[src/rtl/ttrad_pkg.sv]
`timescale 1ns / 1ps

package ttrad_pkg;

   // Field widths fixed by the cell format
   localparam int ROW_W    = 5;
   localparam int COL_W    = 6;
   localparam int GLYPH_W  = 16;
   localparam int COLOUR_W = 3;

   // Attribute reset values
   localparam logic [COLOUR_W-1:0] COLOUR_WHITE = 3'd7;
   localparam logic [COLOUR_W-1:0] COLOUR_BLACK = 3'd0;

   // Byte codes
   localparam logic [6:0] CODE_ESC       = 7'h1B;
   localparam logic [7:0] CODE_ESC_CTL   = 8'h1B;
   localparam logic [7:0] CODE_SPACE     = 8'h20;
   localparam logic [7:0] ESC_OFFSET     = 8'h40;
   localparam logic [7:0] CODE_TALL_OFF  = 8'h0C;
   localparam logic [7:0] CODE_TALL_ON   = 8'h0D;
   localparam logic [7:0] CODE_SEP_OFF   = 8'h19;
   localparam logic [7:0] CODE_SEP_ON    = 8'h1A;
   localparam logic [7:0] CODE_BACK_BLK  = 8'h1C;
   localparam logic [7:0] CODE_BACK_NEW  = 8'h1D;
   localparam logic [7:0] CODE_DIVIDE    = 8'h7E;
   localparam logic [7:0] CODE_BLOCK     = 8'h7F;

   // Glyph codes
   localparam logic [GLYPH_W-1:0] GLYPH_SPACE      = 16'h0020;
   localparam logic [GLYPH_W-1:0] GLYPH_DIVIDE     = 16'h00F7;
   localparam logic [GLYPH_W-1:0] GLYPH_BLOCK      = 16'hE65F;
   localparam logic [GLYPH_W-1:0] GLYPH_MOS_LO     = 16'hE680;
   localparam logic [GLYPH_W-1:0] GLYPH_MOS_LO_SEP = 16'hE6A0;
   localparam logic [GLYPH_W-1:0] GLYPH_MOS_HI     = 16'hE6C0;
   localparam logic [GLYPH_W-1:0] GLYPH_MOS_HI_SEP = 16'hE6E0;

   typedef struct packed {
      logic [7:0]       byte_in;
      logic             row_start;
      logic             row_end;
      logic [ROW_W-1:0] row_number;
   } req_item_type;

   typedef struct packed {
      logic [ROW_W-1:0]    cell_row;
      logic [COL_W-1:0]    cell_column;
      logic [GLYPH_W-1:0]  glyph_code;
      logic [COLOUR_W-1:0] fore_colour;
      logic [COLOUR_W-1:0] back_colour;
      logic                mosaic_on;
      logic                mosaic_separated;
      logic                tall_cell;
      logic                spacing_control;
      logic                last_of_run;
   } cell_type;

   typedef struct packed {
      logic [COLOUR_W-1:0] fore;
      logic [COLOUR_W-1:0] back;
      logic                mosaic;
      logic                separated;
      logic                tall;
      logic [COL_W-1:0]    column;
      logic                esc_pending;
   } attr_state_type;

endpackage

[src/rtl/ttrad_if.sv]
`timescale 1ns / 1ps

// Input byte channel
interface ttrad_req_if import ttrad_pkg::*; ();
   logic             valid;
   logic             ready;
   logic [7:0]       byte_in;
   logic             row_start;
   logic             row_end;
   logic [ROW_W-1:0] row_number;

   modport source (output valid, byte_in, row_start, row_end, row_number, input ready);
   modport sink   (input valid, byte_in, row_start, row_end, row_number, output ready);
endinterface

// Decoded cell channel
interface ttrad_rsp_if import ttrad_pkg::*; ();
   logic                valid;
   logic                ready;
   logic [ROW_W-1:0]    cell_row;
   logic [COL_W-1:0]    cell_column;
   logic [GLYPH_W-1:0]  glyph_code;
   logic [COLOUR_W-1:0] fore_colour;
   logic [COLOUR_W-1:0] back_colour;
   logic                mosaic_on;
   logic                mosaic_separated;
   logic                tall_cell;
   logic                spacing_control;
   logic                last_of_run;

   modport source (output valid, cell_row, cell_column, glyph_code, fore_colour,
                   back_colour, mosaic_on, mosaic_separated, tall_cell,
                   spacing_control, last_of_run, input ready);
   modport sink   (input valid, cell_row, cell_column, glyph_code, fore_colour,
                   back_colour, mosaic_on, mosaic_separated, tall_cell,
                   spacing_control, last_of_run, output ready);
endinterface

[src/rtl/teletext_row_attribute_decoder.sv]
`timescale 1ns / 1ps

// Channel   Dir  Handshake            Payload
// req_bus   in   valid/ready          byte_in, row_start, row_end, row_number
// rsp_bus   out  valid/ready          one decoded cell, last_of_run ends a byte's cells
// csr_*     in   write enable only    escape_mode
//
// One byte per cycle while rsp_bus.ready is high and no filler cell is going out;
// bytes pass the input register, then the output register. On a row 0 start the
// decoder holds the byte while HEADER_SKIP filler cells go out, one per cycle if ready.
// Reset is synchronous and clears attributes, column, pending escape, and
// sets escape mode. rsp_bus.ready low holds the output cell; the input register
// then fills and req_bus.ready drops.

module teletext_row_attribute_decoder import ttrad_pkg::*; #(
   parameter int COLUMNS     = 40,
   parameter int ROWS        = 25,
   parameter int HEADER_SKIP = 8
) (
   input  logic        clock,
   input  logic        reset,
   ttrad_req_if.sink   req_bus,
   ttrad_rsp_if.source rsp_bus,
   input  logic        csr_write_enable,
   input  logic        csr_write_data
);

   logic         consume;
   logic         item_valid;
   req_item_type item;
   logic         out_free;
   logic         cell_load;
   cell_type     dec_cell;

   ttrad_in_reg u_in_reg (
      .clock      (clock),
      .reset      (reset),
      .req_bus    (req_bus),
      .consume    (consume),
      .item_valid (item_valid),
      .item       (item)
   );

   ttrad_decode #(
      .COLUMNS     (COLUMNS),
      .ROWS        (ROWS),
      .HEADER_SKIP (HEADER_SKIP)
   ) u_decode (
      .clock            (clock),
      .reset            (reset),
      .csr_write_enable (csr_write_enable),
      .csr_write_data   (csr_write_data),
      .item_valid       (item_valid),
      .item             (item),
      .out_free         (out_free),
      .consume          (consume),
      .cell_load        (cell_load),
      .dec_cell         (dec_cell)
   );

   ttrad_out_reg u_out_reg (
      .clock     (clock),
      .reset     (reset),
      .cell_load (cell_load),
      .dec_cell  (dec_cell),
      .out_free  (out_free),
      .rsp_bus   (rsp_bus)
   );

endmodule

[src/rtl/ttrad_in_reg.sv]
`timescale 1ns / 1ps

module ttrad_in_reg import ttrad_pkg::*; (
   input  logic         clock,
   input  logic         reset,
   ttrad_req_if.sink    req_bus,
   input  logic         consume,
   output logic         item_valid,
   output req_item_type item
);

   logic         valid_ff;
   logic         valid_in;
   req_item_type item_ff;
   logic         accept;

   // Take a new byte when empty or when the held one leaves this cycle
   assign req_bus.ready = !valid_ff || consume;
   assign accept        = req_bus.valid && req_bus.ready;

   always_comb begin
      valid_in = valid_ff;
      if (accept) begin
         valid_in = 1'b1;
      end else if (consume) begin
         valid_in = 1'b0;
      end
   end

   always_ff @(posedge clock) begin
      if (reset) begin
         valid_ff <= 1'b0;
      end else begin
         valid_ff <= valid_in;
      end
   end

   // Payload, no reset
   always_ff @(posedge clock) begin
      if (accept) begin
         item_ff.byte_in    <= req_bus.byte_in;
         item_ff.row_start  <= req_bus.row_start;
         item_ff.row_end    <= req_bus.row_end;
         item_ff.row_number <= req_bus.row_number;
      end
   end

   assign item_valid = valid_ff;
   assign item       = item_ff;

endmodule

[src/rtl/ttrad_decode.sv]
`timescale 1ns / 1ps

module ttrad_decode import ttrad_pkg::*; #(
   parameter int COLUMNS     = 40,
   parameter int ROWS        = 25,
   parameter int HEADER_SKIP = 8
) (
   input  logic         clock,
   input  logic         reset,
   input  logic         csr_write_enable,
   input  logic         csr_write_data,
   input  logic         item_valid,
   input  req_item_type item,
   input  logic         out_free,
   output logic         consume,
   output logic         cell_load,
   output cell_type     dec_cell
);

   localparam int FILL_W = $clog2(HEADER_SKIP + 2);

   logic           escape_mode_ff;
   attr_state_type state_ff;
   attr_state_type state_in;
   logic [FILL_W-1:0] fill_cnt_ff;
   logic [FILL_W-1:0] fill_cnt_in;

   attr_state_type eff;
   attr_state_type upd;
   logic           in_range;
   logic           header_start;
   logic           filling;
   logic           last_fill;
   logic           col_ok;
   logic           has_char;
   logic           main_emits;
   logic [7:0]     ch;
   logic           commit;
   cell_type       main_cell;
   cell_type       fill_cell;

   // Escape mode register
   always_ff @(posedge clock) begin
      if (reset) begin
         escape_mode_ff <= 1'b1;
      end else if (csr_write_enable) begin
         escape_mode_ff <= csr_write_data;
      end
   end

   assign in_range     = {1'b0, item.row_number} < (ROW_W + 1)'(ROWS);
   assign header_start = item.row_start && (item.row_number == '0);
   assign filling      = item_valid && in_range && header_start
                         && (fill_cnt_ff < FILL_W'(HEADER_SKIP));
   assign last_fill    = fill_cnt_ff == FILL_W'(HEADER_SKIP - 1);

   // State seen by this byte: row start resets it first, column to HEADER_SKIP on row 0, else 0
   always_comb begin
      eff = state_ff;
      if (item.row_start) begin
         eff.fore        = COLOUR_WHITE;
         eff.back        = COLOUR_BLACK;
         eff.mosaic      = 1'b0;
         eff.separated   = 1'b0;
         eff.tall        = 1'b0;
         eff.esc_pending = 1'b0;
         eff.column      = header_start ? COL_W'(HEADER_SKIP) : '0;
      end
   end

   assign col_ok = eff.column < COL_W'(COLUMNS);

   // Character after escape handling
   always_comb begin
      upd      = eff;
      has_char = 1'b1;
      ch       = {1'b0, item.byte_in[6:0]};
      if (eff.esc_pending) begin
         ch              = {1'b0, item.byte_in[6:0]} - ESC_OFFSET;
         upd.esc_pending = 1'b0;
      end else if (item.byte_in[6:0] == CODE_ESC) begin
         if (escape_mode_ff && !item.row_end) begin
            has_char        = 1'b0;
            upd.esc_pending = 1'b1;
         end else begin
            ch = escape_mode_ff ? CODE_ESC_CTL : CODE_SPACE;
         end
      end

      // Serial attribute updates
      if (has_char && ch < CODE_SPACE) begin
         unique case (ch) inside
            [8'h00:8'h07]: begin
               upd.fore   = ch[2:0];
               upd.mosaic = 1'b0;
            end
            [8'h10:8'h17]: begin
               upd.fore   = ch[2:0];
               upd.mosaic = 1'b1;
            end
            CODE_SEP_OFF:  upd.separated = 1'b0;
            CODE_SEP_ON:   upd.separated = 1'b1;
            CODE_BACK_BLK: upd.back      = COLOUR_BLACK;
            CODE_BACK_NEW: upd.back      = eff.fore;
            CODE_TALL_ON:  upd.tall      = 1'b1;
            CODE_TALL_OFF: upd.tall      = 1'b0;
            default: ;
         endcase
      end
      if (has_char) begin
         upd.column = eff.column + COL_W'(1);
      end
   end

   assign main_emits = col_ok && has_char;

   // Decoded cell
   always_comb begin
      main_cell.cell_row         = item.row_number;
      main_cell.cell_column      = eff.column;
      main_cell.fore_colour      = upd.fore;
      main_cell.back_colour      = upd.back;
      main_cell.tall_cell        = upd.tall;
      main_cell.last_of_run      = 1'b1;
      if (ch < CODE_SPACE) begin
         main_cell.glyph_code       = GLYPH_SPACE;
         main_cell.mosaic_on        = 1'b0;
         main_cell.mosaic_separated = 1'b0;
         main_cell.spacing_control  = 1'b1;
      end else begin
         main_cell.mosaic_on        = eff.mosaic;
         main_cell.mosaic_separated = eff.separated;
         main_cell.spacing_control  = 1'b0;
         if (eff.mosaic && !ch[7]) begin
            if (ch[6:5] == 2'b10) begin
               main_cell.glyph_code = {8'h00, ch};
            end else if (!ch[6]) begin
               main_cell.glyph_code = (eff.separated ? GLYPH_MOS_LO_SEP : GLYPH_MOS_LO)
                                      | {11'b0, ch[4:0]};
            end else begin
               main_cell.glyph_code = (eff.separated ? GLYPH_MOS_HI_SEP : GLYPH_MOS_HI)
                                      | {11'b0, ch[4:0]};
            end
         end else if (ch == CODE_DIVIDE) begin
            main_cell.glyph_code = GLYPH_DIVIDE;
         end else if (ch == CODE_BLOCK) begin
            main_cell.glyph_code = GLYPH_BLOCK;
         end else begin
            main_cell.glyph_code = {8'h00, ch};
         end
      end
   end

   // Header filler cell
   always_comb begin
      fill_cell.cell_row         = item.row_number;
      fill_cell.cell_column      = COL_W'(fill_cnt_ff);
      fill_cell.glyph_code       = GLYPH_SPACE;
      fill_cell.fore_colour      = COLOUR_WHITE;
      fill_cell.back_colour      = COLOUR_BLACK;
      fill_cell.mosaic_on        = 1'b0;
      fill_cell.mosaic_separated = 1'b0;
      fill_cell.tall_cell        = 1'b0;
      fill_cell.spacing_control  = 1'b0;
      fill_cell.last_of_run      = last_fill && !main_emits;
   end

   // Transfer control
   always_comb begin
      consume   = 1'b0;
      cell_load = 1'b0;
      commit    = 1'b0;
      dec_cell  = main_cell;
      if (item_valid) begin
         if (!in_range) begin
            consume = 1'b1;
         end else if (filling) begin
            dec_cell = fill_cell;
            if (out_free) begin
               cell_load = 1'b1;
               if (last_fill && !main_emits) begin
                  consume = 1'b1;
                  commit  = 1'b1;
               end
            end
         end else if (main_emits) begin
            if (out_free) begin
               cell_load = 1'b1;
               consume   = 1'b1;
               commit    = 1'b1;
            end
         end else begin
            consume = 1'b1;
            commit  = 1'b1;
         end
      end
   end

   // Next attribute state and filler count
   always_comb begin
      state_in    = state_ff;
      fill_cnt_in = fill_cnt_ff;
      if (commit) begin
         state_in = col_ok ? upd : eff;
      end
      if (consume) begin
         fill_cnt_in = '0;
      end else if (cell_load) begin
         fill_cnt_in = fill_cnt_ff + FILL_W'(1);
      end
   end

   always_ff @(posedge clock) begin
      if (reset) begin
         state_ff.fore        <= COLOUR_WHITE;
         state_ff.back        <= COLOUR_BLACK;
         state_ff.mosaic      <= 1'b0;
         state_ff.separated   <= 1'b0;
         state_ff.tall        <= 1'b0;
         state_ff.column      <= '0;
         state_ff.esc_pending <= 1'b0;
         fill_cnt_ff          <= '0;
      end else begin
         state_ff    <= state_in;
         fill_cnt_ff <= fill_cnt_in;
      end
   end

   // Checks
   a_load_needs_space: assert property (@(posedge clock) disable iff (reset)
      cell_load |-> out_free) else $error("cell loaded into a full output register");

   a_fill_bound: assert property (@(posedge clock) disable iff (reset)
      fill_cnt_ff <= FILL_W'(HEADER_SKIP)) else $error("filler count overrun");

   a_column_bound: assert property (@(posedge clock) disable iff (reset)
      state_ff.column <= COL_W'(COLUMNS)) else $error("column beyond row end");

   a_idle_fill_clear: assert property (@(posedge clock) disable iff (reset)
      !item_valid |-> fill_cnt_ff == '0) else $error("filler count left over");

   a_consume_valid: assert property (@(posedge clock) disable iff (reset)
      consume |-> item_valid) else $error("consume without a held byte");

endmodule

[src/rtl/ttrad_out_reg.sv]
`timescale 1ns / 1ps

module ttrad_out_reg import ttrad_pkg::*; (
   input  logic       clock,
   input  logic       reset,
   input  logic       cell_load,
   input  cell_type   dec_cell,
   output logic       out_free,
   ttrad_rsp_if.source rsp_bus
);

   logic     valid_ff;
   logic     valid_in;
   cell_type cell_ff;

   // Free when empty or the held cell transfers this cycle
   assign out_free = !valid_ff || rsp_bus.ready;

   always_comb begin
      valid_in = valid_ff;
      if (cell_load) begin
         valid_in = 1'b1;
      end else if (rsp_bus.ready) begin
         valid_in = 1'b0;
      end
   end

   always_ff @(posedge clock) begin
      if (reset) begin
         valid_ff <= 1'b0;
      end else begin
         valid_ff <= valid_in;
      end
   end

   always_ff @(posedge clock) begin
      if (cell_load) begin
         cell_ff <= dec_cell;
      end
   end

   assign rsp_bus.valid            = valid_ff;
   assign rsp_bus.cell_row         = cell_ff.cell_row;
   assign rsp_bus.cell_column      = cell_ff.cell_column;
   assign rsp_bus.glyph_code       = cell_ff.glyph_code;
   assign rsp_bus.fore_colour      = cell_ff.fore_colour;
   assign rsp_bus.back_colour      = cell_ff.back_colour;
   assign rsp_bus.mosaic_on        = cell_ff.mosaic_on;
   assign rsp_bus.mosaic_separated = cell_ff.mosaic_separated;
   assign rsp_bus.tall_cell        = cell_ff.tall_cell;
   assign rsp_bus.spacing_control  = cell_ff.spacing_control;
   assign rsp_bus.last_of_run      = cell_ff.last_of_run;

endmodule
[src/flat_wrapper.sv]
// flat-port wrapper written by rule: the top's interface ports become plain ports
module teletext_row_attribute_decoder_flat import ttrad_pkg::*;
#(
   parameter int COLUMNS     = 40,
   parameter int ROWS        = 25,
   parameter int HEADER_SKIP = 8
)
  (clock, reset, csr_write_enable, csr_write_data, req_bus_valid, req_bus_byte_in, req_bus_row_start, req_bus_row_end, req_bus_row_number, req_bus_ready, rsp_bus_valid, rsp_bus_cell_row, rsp_bus_cell_column, rsp_bus_glyph_code, rsp_bus_fore_colour, rsp_bus_back_colour, rsp_bus_mosaic_on, rsp_bus_mosaic_separated, rsp_bus_tall_cell, rsp_bus_spacing_control, rsp_bus_last_of_run, rsp_bus_ready);
  ttrad_req_if req_bus_i ();
  ttrad_rsp_if rsp_bus_i ();
  input  logic clock;
  input  logic reset;
  input  logic csr_write_enable;
  input  logic csr_write_data;
  input wire logic [$bits(req_bus_i.valid)-1:0] req_bus_valid;
  input wire logic [$bits(req_bus_i.byte_in)-1:0] req_bus_byte_in;
  input wire logic [$bits(req_bus_i.row_start)-1:0] req_bus_row_start;
  input wire logic [$bits(req_bus_i.row_end)-1:0] req_bus_row_end;
  input wire logic [$bits(req_bus_i.row_number)-1:0] req_bus_row_number;
  output wire logic [$bits(req_bus_i.ready)-1:0] req_bus_ready;
  output wire logic [$bits(rsp_bus_i.valid)-1:0] rsp_bus_valid;
  output wire logic [$bits(rsp_bus_i.cell_row)-1:0] rsp_bus_cell_row;
  output wire logic [$bits(rsp_bus_i.cell_column)-1:0] rsp_bus_cell_column;
  output wire logic [$bits(rsp_bus_i.glyph_code)-1:0] rsp_bus_glyph_code;
  output wire logic [$bits(rsp_bus_i.fore_colour)-1:0] rsp_bus_fore_colour;
  output wire logic [$bits(rsp_bus_i.back_colour)-1:0] rsp_bus_back_colour;
  output wire logic [$bits(rsp_bus_i.mosaic_on)-1:0] rsp_bus_mosaic_on;
  output wire logic [$bits(rsp_bus_i.mosaic_separated)-1:0] rsp_bus_mosaic_separated;
  output wire logic [$bits(rsp_bus_i.tall_cell)-1:0] rsp_bus_tall_cell;
  output wire logic [$bits(rsp_bus_i.spacing_control)-1:0] rsp_bus_spacing_control;
  output wire logic [$bits(rsp_bus_i.last_of_run)-1:0] rsp_bus_last_of_run;
  input wire logic [$bits(rsp_bus_i.ready)-1:0] rsp_bus_ready;
  assign req_bus_i.valid = req_bus_valid;
  assign req_bus_i.byte_in = req_bus_byte_in;
  assign req_bus_i.row_start = req_bus_row_start;
  assign req_bus_i.row_end = req_bus_row_end;
  assign req_bus_i.row_number = req_bus_row_number;
  assign req_bus_ready = req_bus_i.ready;
  assign rsp_bus_valid = rsp_bus_i.valid;
  assign rsp_bus_cell_row = rsp_bus_i.cell_row;
  assign rsp_bus_cell_column = rsp_bus_i.cell_column;
  assign rsp_bus_glyph_code = rsp_bus_i.glyph_code;
  assign rsp_bus_fore_colour = rsp_bus_i.fore_colour;
  assign rsp_bus_back_colour = rsp_bus_i.back_colour;
  assign rsp_bus_mosaic_on = rsp_bus_i.mosaic_on;
  assign rsp_bus_mosaic_separated = rsp_bus_i.mosaic_separated;
  assign rsp_bus_tall_cell = rsp_bus_i.tall_cell;
  assign rsp_bus_spacing_control = rsp_bus_i.spacing_control;
  assign rsp_bus_last_of_run = rsp_bus_i.last_of_run;
  assign rsp_bus_i.ready = rsp_bus_ready;
  teletext_row_attribute_decoder #(.COLUMNS(COLUMNS), .ROWS(ROWS), .HEADER_SKIP(HEADER_SKIP)) u_core (.clock(clock), .reset(reset), .req_bus(req_bus_i), .rsp_bus(rsp_bus_i), .csr_write_enable(csr_write_enable), .csr_write_data(csr_write_data));
endmodule
[config.mk]
export PLATFORM = sky130hd
export DESIGN_NAME = teletext_row_attribute_decoder_flat
export DESIGN_NICKNAME = d
export VERILOG_FILES = /design/src/rtl/ttrad_pkg.sv /design/src/rtl/ttrad_if.sv /design/src/rtl/teletext_row_attribute_decoder.sv /design/src/rtl/ttrad_in_reg.sv /design/src/rtl/ttrad_decode.sv /design/src/rtl/ttrad_out_reg.sv /design/src/flat_wrapper.sv
export SDC_FILE = /design/constraint.sdc
export NUM_CORES = 1
export LEC_CHECK = 0
export ABC_CLOCK_PERIOD_IN_PS = 2560
export BUFFER_PORTS_ARGS = -buffer_cell sky130_fd_sc_hd__buf_4
export CAP_MARGIN = 30
export CORE_UTILIZATION = 51
export CTS_CLUSTER_SIZE = 16
export DETAILED_ROUTE_END_ITERATION = 8
export PLACE_DENSITY = 0.76
export SLEW_MARGIN = 30
export SYNTH_ARGS = -nofsm -noshare
export SYNTH_HDL_FRONTEND = slang
export SYNTH_HIERARCHICAL = 1
export SYNTH_SLANG_ARGS = --single-unit
[constraint.sdc]
create_clock -name clock -period 2.56 [get_ports clock]
set_input_delay 0.384 -clock clock [delete_from_list [all_inputs] [get_ports clock]]
set_output_delay 0.384 -clock clock [all_outputs]
set_load 0.05 [all_outputs]
## Yosys cells after proc, flatten, opt, wreduce, memory -nomap -nowiden

Cells that the tools add are included.

- Reductions and logical operators: 25
- $add $sub $neg: 3
- Magnitude comparators: 8
- Bitwise gates (word level): 2
- Mux-type cells: 50
- Eq/ne operators: 11

Operators with widths:

| cell | number |
|---|---|
| 2-to-1 mux 16 bit | 8 |
| 2-to-1 mux 33 bit | 3 |
| equality test 8 x 5 -> 1 bit, second input constant | 4 |
| bitwise OR 16 x 5 -> 16 bit | 2 |
| 2-to-1 mux 1 bit | 24 |
| 2-to-1 mux 6 bit | 4 |
| equality test 8 x 4 -> 1 bit, second input constant | 2 |
| equality test 8 x 7 -> 1 bit, second input constant | 2 |
| 2-to-1 mux 7 bit | 2 |
| logical AND 1 bit | 12 |
| 2-to-1 mux 9 bit | 1 |
| >= comparator 8 x 1 -> 1 bit, second input constant | 1 |
| >= comparator 8 x 5 -> 1 bit, second input constant | 1 |
| less-or-equal comparator 8 x 3 -> 1 bit, second input constant | 1 |
| less-or-equal comparator 8 x 5 -> 1 bit, second input constant | 1 |
| < comparator 8 x 6 -> 1 bit, second input constant | 1 |
| 2-to-1 mux 8 bit | 1 |
| subtractor 7 x 7 -> 8 bit, second input constant | 1 |
| equality test 7 x 5 -> 1 bit, second input constant | 1 |
| adder 6 x 1 -> 6 bit, second input constant | 1 |
| < comparator 6 bit, second input constant | 1 |
| case mux 1 bit (2 select lines) | 3 |
| case mux 3 bit (2 select lines) | 1 |
| zero test 1 bit | 5 |
| other kinds (13) | 16 |

- Output and inout bits: 40
- Register bits: 75
- Word-level logic and storage cells: 124
- Input bits: 21

## Logic depth before layout (Yosys ltp)

Gate-level depths: netlist of run 1.

- Depth in word-level cells: 16
- Mapped depth: 8

## Hierarchy

The synthesis of run 1 kept the hierarchy.

By module, submodules not included:

| module | area each (sq um) | cells an instance | instances |
|---|---|---|---|
| ttrad_decode | 1871.8 | 261 | 1 |
| ttrad_out_reg | 1187.4 | 42 | 1 |
| ttrad_in_reg | 505.5 | 20 | 1 |

## Least setup slack after synthesis of run 1

OpenSTA, ideal clock, no wires.

- Path type: flip-flop to flip-flop
- From: register u_core.u_in_reg.item_ff, in the netlist u_core/u_in_reg/item[1]
- To: register u_core.u_decode.fill_cnt_ff[1]
- Path buffers: 0
- Setup time: 132 ps
- Data arrival time: 2533 ps
- Path slack: -105 ps
- Cell stages (with the launch flop): 7
- Cells stage by stage: edfxtp_1 -> or4_1 -> nor2_1 -> a2bb2oi_1 -> inv_1 -> mux2i_1 -> nor3_1

- Elaborated cells on any way between the ends: 23

RTL lines:

| item | RTL line | RTL |
|---|---|---|
| from (decl) | ttrad_in_reg.sv:14 | `req_item_type item_ff;` |
| zero test 5 bit | ttrad_decode.sv:52 | `assign header_start = item.row_start && (item.row_number == '0);` |
| logical AND 1 bit | ttrad_decode.sv:52 |  |
| 2-to-1 mux 4 bit | ttrad_decode.sv:67 | `eff.column = header_start ? COL_W'(HEADER_SKIP) : '0;` |
| 2-to-1 mux 16 bit | ttrad_decode.sv:60 | `if (item.row_start) begin` |
| < comparator 6 bit | ttrad_decode.sv:71 | `assign col_ok = eff.column < COL_W'(COLUMNS);` |
| logical AND 1 bit | ttrad_decode.sv:115 | `assign main_emits = col_ok && has_char;` |
| 2-to-1 mux 1 bit | ttrad_decode.sv:186 | `end else if (main_emits) begin` |
| 2-to-1 mux 1 bit | ttrad_decode.sv:177 | `end else if (filling) begin` |
| 2-to-1 mux 1 bit * | ttrad_decode.sv:175 | `if (!in_range) begin` |
| 2-to-1 mux 1 bit * | ttrad_decode.sv:174 | `if (item_valid) begin` |
| via u_core.cell_load | teletext_row_attribute_decoder.sv:32 | `logic cell_load;` |
| to (signal assigned) | ttrad_decode.sv:225 | `fill_cnt_ff <= fill_cnt_in;` |
| to (decl) | ttrad_decode.sv:25 | `logic [FILL_W-1:0] fill_cnt_ff;` |

Mark *: on every way through the listed nets, which the timed path passes. The rest lies on a longest branch.
A chain may end at the register's enable or synchronous reset.

## Worst setup path in the final report of run 1

- From: register u_core.u_in_reg.item_ff, in the netlist u_core/u_in_reg/item[1]
- To: output port req_bus_ready

- Word-level cells in the longest chain between the ends: 14
- Elaborated cells on any way between the ends: 19

RTL lines:

| item | RTL line | RTL |
|---|---|---|
| zero test 5 bit | ttrad_decode.sv:52 |  |
| logical AND 1 bit | ttrad_decode.sv:52 |  |
| 2-to-1 mux 4 bit | ttrad_decode.sv:67 |  |
| 2-to-1 mux 16 bit | ttrad_decode.sv:60 |  |
| < comparator 6 bit | ttrad_decode.sv:71 |  |
| logical AND 1 bit | ttrad_decode.sv:115 |  |
| zero test 1 bit | ttrad_decode.sv:181 | `if (last_fill && !main_emits) begin` |
| logical AND 1 bit | ttrad_decode.sv:181 |  |
| 2-to-1 mux 1 bit | ttrad_decode.sv:181 |  |
| 2-to-1 mux 1 bit | ttrad_decode.sv:179 | `if (out_free) begin` |
| 2-to-1 mux 1 bit | ttrad_decode.sv:177 |  |
| 2-to-1 mux 1 bit * | ttrad_decode.sv:175 |  |
| 2-to-1 mux 1 bit * | ttrad_decode.sv:174 |  |
| via u_core.consume | teletext_row_attribute_decoder.sv:28 | `logic consume;` |
| logical OR 1 bit * | ttrad_in_reg.sv:18 | `assign req_bus.ready = !valid_ff \|\| consume;` |
| to (decl) | flat_wrapper.sv:20 | `output wire logic [$bits(req_bus_i.ready)-1:0] req_bus_ready;` |

Marked as above.

==> results of run 1 <==
[layout make-up]
| class | count | share of cell area [%] |
|---|---|---|
| tap | 77 | 2.197 |
| inverter | 12 | 1.113 |
| clock inverter | 5 | 1.284 |
| multi-input combinational | 209 | 31.75 |
| sequential | 75 | 46.11 |
| clock buffer | 11 | 2.996 |
| timing repair buffer | 84 | 14.55 |
[through the flow]
stage	instances	power, mW	util [%]	TNS [ns]	worst slack, ns
final	473	2.667	67.15	0	0.01895
after global routing	473	2.769	67.15	-0.05403	-0.05403
after CTS	473	2.686	67.01	0	0.01096
after detailed placement	452	1.807	62.97	0	0.1280
after global placement	452	1.796	62.97	0	0.1520
after floorplan	324	1.681	-	0	0.0006610
[power by group through the flow]
stage                     Sequential (mW)  Combinational [mW]  Clock (mW)
after global routing                 1.40               0.426       0.947
after global placement               1.41               0.381           0
after floorplan                      1.53               0.152           0
after detailed placement             1.42               0.389           0
final                                1.39               0.403       0.874
after CTS                            1.39               0.402       0.894
[state kept, by name (all words and copies together) (netlist names)]
signal,count
u_core/u_out_reg/rsp_bus.back_colour,3
u_core/u_out_reg/rsp_bus.tall_cell,1
u_core/u_out_reg/rsp_bus.cell_column,6
u_core/u_decode/state_ff,16
u_core/u_in_reg/item,14
u_core/u_decode/escape_mode_ff,1
u_core/u_out_reg/rsp_bus.spacing_control,1
u_core/u_out_reg/rsp_bus.fore_colour,3
u_core/u_in_reg/item_valid,1
u_core/u_out_reg/rsp_bus.cell_row,5
u_core/u_decode/fill_cnt_ff,4
u_core/u_out_reg/rsp_bus.mosaic_on,1
u_core/u_out_reg/rsp_bus.glyph_code,16
u_core/u_out_reg/rsp_bus.valid,1
u_core/u_out_reg/rsp_bus.mosaic_separated,1
u_core/u_out_reg/rsp_bus.last_of_run,1
[worst min-delay path by stage]
stage	to	slack, ns	cells past startpoint
floorplan	u_core/u_decode/state_ff[7]$_SDFFE_PP0P_	0.44	2
global placement	u_core/u_decode/state_ff[7]$_SDFFE_PP0P_	0.45	2
detailed placement	u_core/u_decode/state_ff[7]$_SDFFE_PP0P_	0.45	2
CTS	u_core/u_in_reg/item[9]$_DFFE_PP_	0.19	1
global route	u_core/u_in_reg/item[7]$_DFFE_PP_	0.19	1
finish	u_core/u_in_reg/item[7]$_DFFE_PP_	0.20	1
[per-layer routing]
metal,track usage [%],part of all wire (%),vias to the layer above
met4,12.73,2.1,0
li1,-,-,1346
met3,3.891,4.7,15
met5,0,0,-
met1,28.90,41,1366
met2,43.62,52,90
[repair_timing]
item                       CTS  global route
setup buffers                5             0
setup endpoints to repair    1            38
pin swaps                    5             2
gates resized for setup      7             3
[worst register-to-register path: cells and delay by family (launching register included)]
kind             cells  cell delay (ns)
AND/OR/NAND/NOR      3             1.28
AO/OA/AOI/OAI        2             0.66
flip-flops           1             0.45
==> impl_metrics.tcl, run 1 <==
set metrics [dict create \
    outcome "finished clean" \
    synthesis.area_mm2 0.003535 \
    powerDensity_mw_per_mm2 608.1 \
    drt_iter0_drc 175 \
    postSynthCellCount 322 \
    h-tree-depth 3 \
    post-route-period-util_pct 99.26 \
    internal_power_mw 1.947 \
    mostFrequentLayoutCell "buf_4" \
    avgSynthCellArea_um2 10.98 \
    routed_via_density 5.956 \
    timing.rr.start "u_core/u_in_reg/item[12]$_DFFE_PP_" \
    cts_tree "done" \
    grt_pass1_wl_mm 13.57 \
    clk_pin_slew_ns 0.08 \
    fillers 508 \
    overflow 0 \
    rr_worst_depth 5 \
    whs_ns 0.2020 \
    dr.pass1.iters 4 \
    gp_congestion 0.8804 \
    std_cell_rows 29 \
    placed_cell_area_mm2 0.004113 \
    clkLatencyLatePin_ns 0.35 \
    drv_cap 0 \
    port_buffers 59 \
    peakVddDrop_uv 355.4 \
    grt_pass1_vias 2774 \
    worstPathArrival_ns 2.16 \
    min_period_ns 2.541 \
    cts_root_buffer "clkbuf_8" \
    drcViolationCount 0 \
    cpPeakStageDelay_ns 0.56 \
    worst-path-buf-inv 1 \
    finalSetupViolCount 0 \
    critPathSlowestCell "or4_4" \
    grt_max_degree 32 \
    holdCritPathClass "in2reg" \
    r2r_slack_ns 0.07 \
    regArea_mm2 0.002022 \
    criticalPathCategory "reg2out" \
    cts_hold_buf 0 \
    antenna_found_initial 0 \
    timing.fmax_ghz 0.3935 \
    tightest_slew_ns 0.5932 \
    fp.dieW_um 85.25 \
    rr_endpoint "u_core/u_decode/state_ff[6]$_SDFFE_PP0P_" \
    p_sw_share_pct 26.98 \
    clockBufferDepth 2 \
    slew_viol_final 0 \
    rsz0062_at_grt "true" \
    critPathLaunchType "flip-flop" \
    p_leak_nw 1.636 \
    timing.critical_path.to "req_bus_ready" \
    crit_path_cell_trace "or4_4, or2_4, o22ai_4, a31oi_4, nand2b_4, buf_8" \
    dp_hpwl_mm 5.682 \
    crit_family "simple AND/OR/NAND/NOR gates" \
    p_sw_uw 719.5 \
    min_from "req_bus_byte_in[0]" \
    core_area_mm2 0.006531 \
    cp-startpoint "u_core/u_in_reg/item[1]$_DFFE_PP_" \
    grt_usage_pct 24.61 \
    drtAntennaViolNets 0 \
    mostFrequentLayoutCells "buf_4 (83), edfxtp_1 (52), nor2_1 (31), dfxtp_1 (23), nand2_1 (18)" \
    maxSlewHeadroom_pct 59.93 \
    yosysWarningCount 6 \
    clkPwrFrac_pct 32.8 \
    nets 416 \
    routed_wl_mm 8.235 \
    hold_viol_final 0 \
    initial_core_util_pct 54.12 \
    pwr-share-seq_pct 52.1 \
    drive_above_1_share_pct 31.31 \
    critPathMaxFanout 3 \
    die_h_um 85.25 \
    io_pins 61 \
    num_vias 2817 \
    combPwrFrac_pct 15.1 \
    numCtsBuffers 9 \
    multiInputGateArea_mm2 0.001393 \
    die-area_mm2 0.007268 \
    wl_per_cell_um 17.41 \
    fin_skew_ns 0.01062 \
    required_ns 2.18 \
    postLayoutCellArea_mm2 0.004385 \
    cp.depth 6 \
    cts_sinks 75 \
    end_kind "primary output" \
    antenna_cells 0 \
    syn_to_final_growth_pct 24.07 \
]
(Power assumes the default switching activity.)
==> run 2, diff against run 1 <==
--- a/config.mk
+++ b/config.mk
@@ -5,13 +5,14 @@
 export SDC_FILE = /design/constraint.sdc
 export NUM_CORES = 1
 export LEC_CHECK = 0
+export ABC_AREA = 1
 export ABC_CLOCK_PERIOD_IN_PS = 2560
 export BUFFER_PORTS_ARGS = -buffer_cell sky130_fd_sc_hd__buf_4
 export CAP_MARGIN = 30
-export CORE_UTILIZATION = 51
+export CORE_UTILIZATION = 50
 export CTS_CLUSTER_SIZE = 16
 export DETAILED_ROUTE_END_ITERATION = 8
-export PLACE_DENSITY = 0.76
+export PLACE_DENSITY = 0.75
 export SLEW_MARGIN = 30
 export SYNTH_ARGS = -nofsm -noshare
 export SYNTH_HDL_FRONTEND = slang
==> impl_metrics.tcl, run 2 <==
set metrics [dict create \
    drv_cap 0 \
    critPathLaunchType "flip-flop" \
    die_h_um 85 \
    outcome "finished clean" \
    yosysWarningCount 6 \
    overflow 0 \
    clkLatencyLatePin_ns 0.35 \
    criticalPathCategory "reg2out" \
    dp_hpwl_mm 4.687 \
    crit_path_cell_trace "nor2_1, nand2_1, nand2_1, nand2_2, inv_2, nand2_2, nand2_2, nand2_2, nand2_2, nand2_1, nand2_1, inv_1, inv_2, nand2_2, buf_6" \
    synthesis.area_mm2 0.003445 \
    num_vias 2664 \
    path_common_cell "nand2_2" \
    core_area_mm2 0.006495 \
    cts_tree "done" \
    fin_skew_ns 0.007663 \
    final_util_pct 64.57 \
    worst-path-buf-inv 4 \
    whs_ns 0.2072 \
    gp_congestion 0.9028 \
    routed_wl_mm 6.571 \
    combPwrFrac_pct 15.8 \
    cpPeakStageDelay_ns 0.39 \
    pre_cts_ws_ns 0.4327 \
    initial_core_util_pct 53.03 \
    grt_pass1_wl_mm 10.87 \
    required_ns 2.18 \
    holdCritPathClass "in2reg" \
    critPathSlowestCell "edfxtp_1" \
    rsz0062_at_grt "false" \
    wl_per_cell_um 12.52 \
    antenna_cells 0 \
    mostFrequentLayoutCell "nand2_1" \
    placed_cell_area_mm2 0.003924 \
    syn_to_final_growth_pct 21.76 \
    post-route-period-util_pct 93.75 \
    grt_max_degree 30 \
    std_cell_rows 29 \
    mostFrequentLayoutCells "nand2_1 (82), buf_4 (72), nor2_1 (56), edfxtp_1 (52), inv_1 (40)" \
    grt_pass1_vias 2432 \
    port_buffers 59 \
    avgSynthCellArea_um2 9.235 \
    antenna_found_initial 0 \
    internal_power_mw 1.959 \
    setup_slack_ns 0.1600 \
    dp_cells 501 \
    routed_via_density 5.074 \
    p_sw_share_pct 28.03 \
    clkPwrFrac_pct 32.2 \
    cts_sinks 75 \
    p_leak_nw 1.855 \
    critPathMaxFanout 3 \
    fin_cells 525 \
    slew_viol_final 0 \
    p_sw_uw 762.8 \
    hold_viol_final 0 \
    pwr-share-seq_pct 52.0 \
    cts_root_buffer "clkbuf_8" \
    fillers 546 \
    powerDensity_mw_per_mm2 649.0 \
    min_period_ns 2.400 \
    dr.pass1.iters 5 \
    timing.fmax_ghz 0.4167 \
    worstPathArrival_ns 2.02 \
    die-area_mm2 0.007225 \
    setup_tns_ns 0 \
    drcViolationCount 0 \
    drtAntennaViolNets 0 \
    numCtsBuffers 9 \
    drive_above_1_share_pct 26.12 \
    end_kind "primary output" \
    nets 468 \
    finalSetupViolCount 0 \
    clockBufferDepth 2 \
    drt_iter0_drc 167 \
    peakVddDrop_uv 321.1 \
    io_pins 61 \
    fp.dieW_um 85 \
    postLayoutCellArea_mm2 0.004194 \
    crit_family "simple AND/OR/NAND/NOR gates" \
    clk_pin_slew_ns 0.08 \
    h-tree-depth 3 \
    total_power_mw 2.722 \
    grt_usage_pct 19.58 \
    postSynthCellCount 373 \
]
[run 2: path summary, 6_finish.rpt]
path	startpoint	depth (start not counted)	end	slack, ns
setup / recovery	u_core/u_in_reg/item[1]$_DFFE_PP_	15	req_bus_ready	0.16
setup reg to reg	u_core/u_in_reg/item[6]$_DFFE_PP_	7	u_core/u_out_reg/rsp_bus.glyph_code[9]$_DFFE_PP_	0.42
hold reg to reg	u_core/u_in_reg/item[2]$_DFFE_PP_	0	u_core/u_out_reg/rsp_bus.cell_row[2]$_DFFE_PP_	0.46
hold / removal	req_bus_row_number[0]	1	u_core/u_in_reg/item[0]$_DFFE_PP_	0.21
[run 2: area by class of cell]
type | count | area (um^2) | share of cell area, %
clock buffers | 9 | 123.9 | 2.953
clock inverters | 7 | 68.82 | 1.641
inverters | 47 | 181.4 | 4.326
multi-input cells | 237 | 1150 | 27.42
flip-flops and latches | 75 | 2022 | 48.21
well taps | 77 | 96.34 | 2.297
repair buffers | 73 | 551.8 | 13.16
[run 2: timing repair]
action / 4_1_cts / 5_1_grt
resized for setup: 0 / 6
setup endpoints to repair: 0 / 1
hold buffers: 0 / 0
setup buffers: 0 / 8
[run 2: power by group through the flow]
stage / Combinational [mW] / Clock [mW] / Sequential (mW)
finish: 0.430 / 0.877 / 1.41
global route: 0.465 / 0.959 / 1.42
CTS: 0.420 / 0.896 / 1.42
detailed placement: 0.419 / 0 / 1.44
global placement: 0.411 / 0 / 1.44
floorplan: 0.180 / 0 / 1.57
[run 2: routing by layer]
metal  vias to the layer above  global-route usage (%)  part of all wire, %
li1                       1343                       -                    -
met5                         -                       0                    0
met2                        91                   32.04                   49
met1                      1218                   24.76                   44
met4                         0                   8.629                  1.8
met3                        12                   4.864                  5.5
[run 2: worst register-to-register path, cell delays in order, from the launching register on]
cell and delay [ns]:
edfxtp_1 0.43, buf_4 0.21, nor2_1 0.15, ha_1 0.31, nand3_2 0.19, nand2_1 0.18, o21bai_1 0.22, nor2_1 0.25
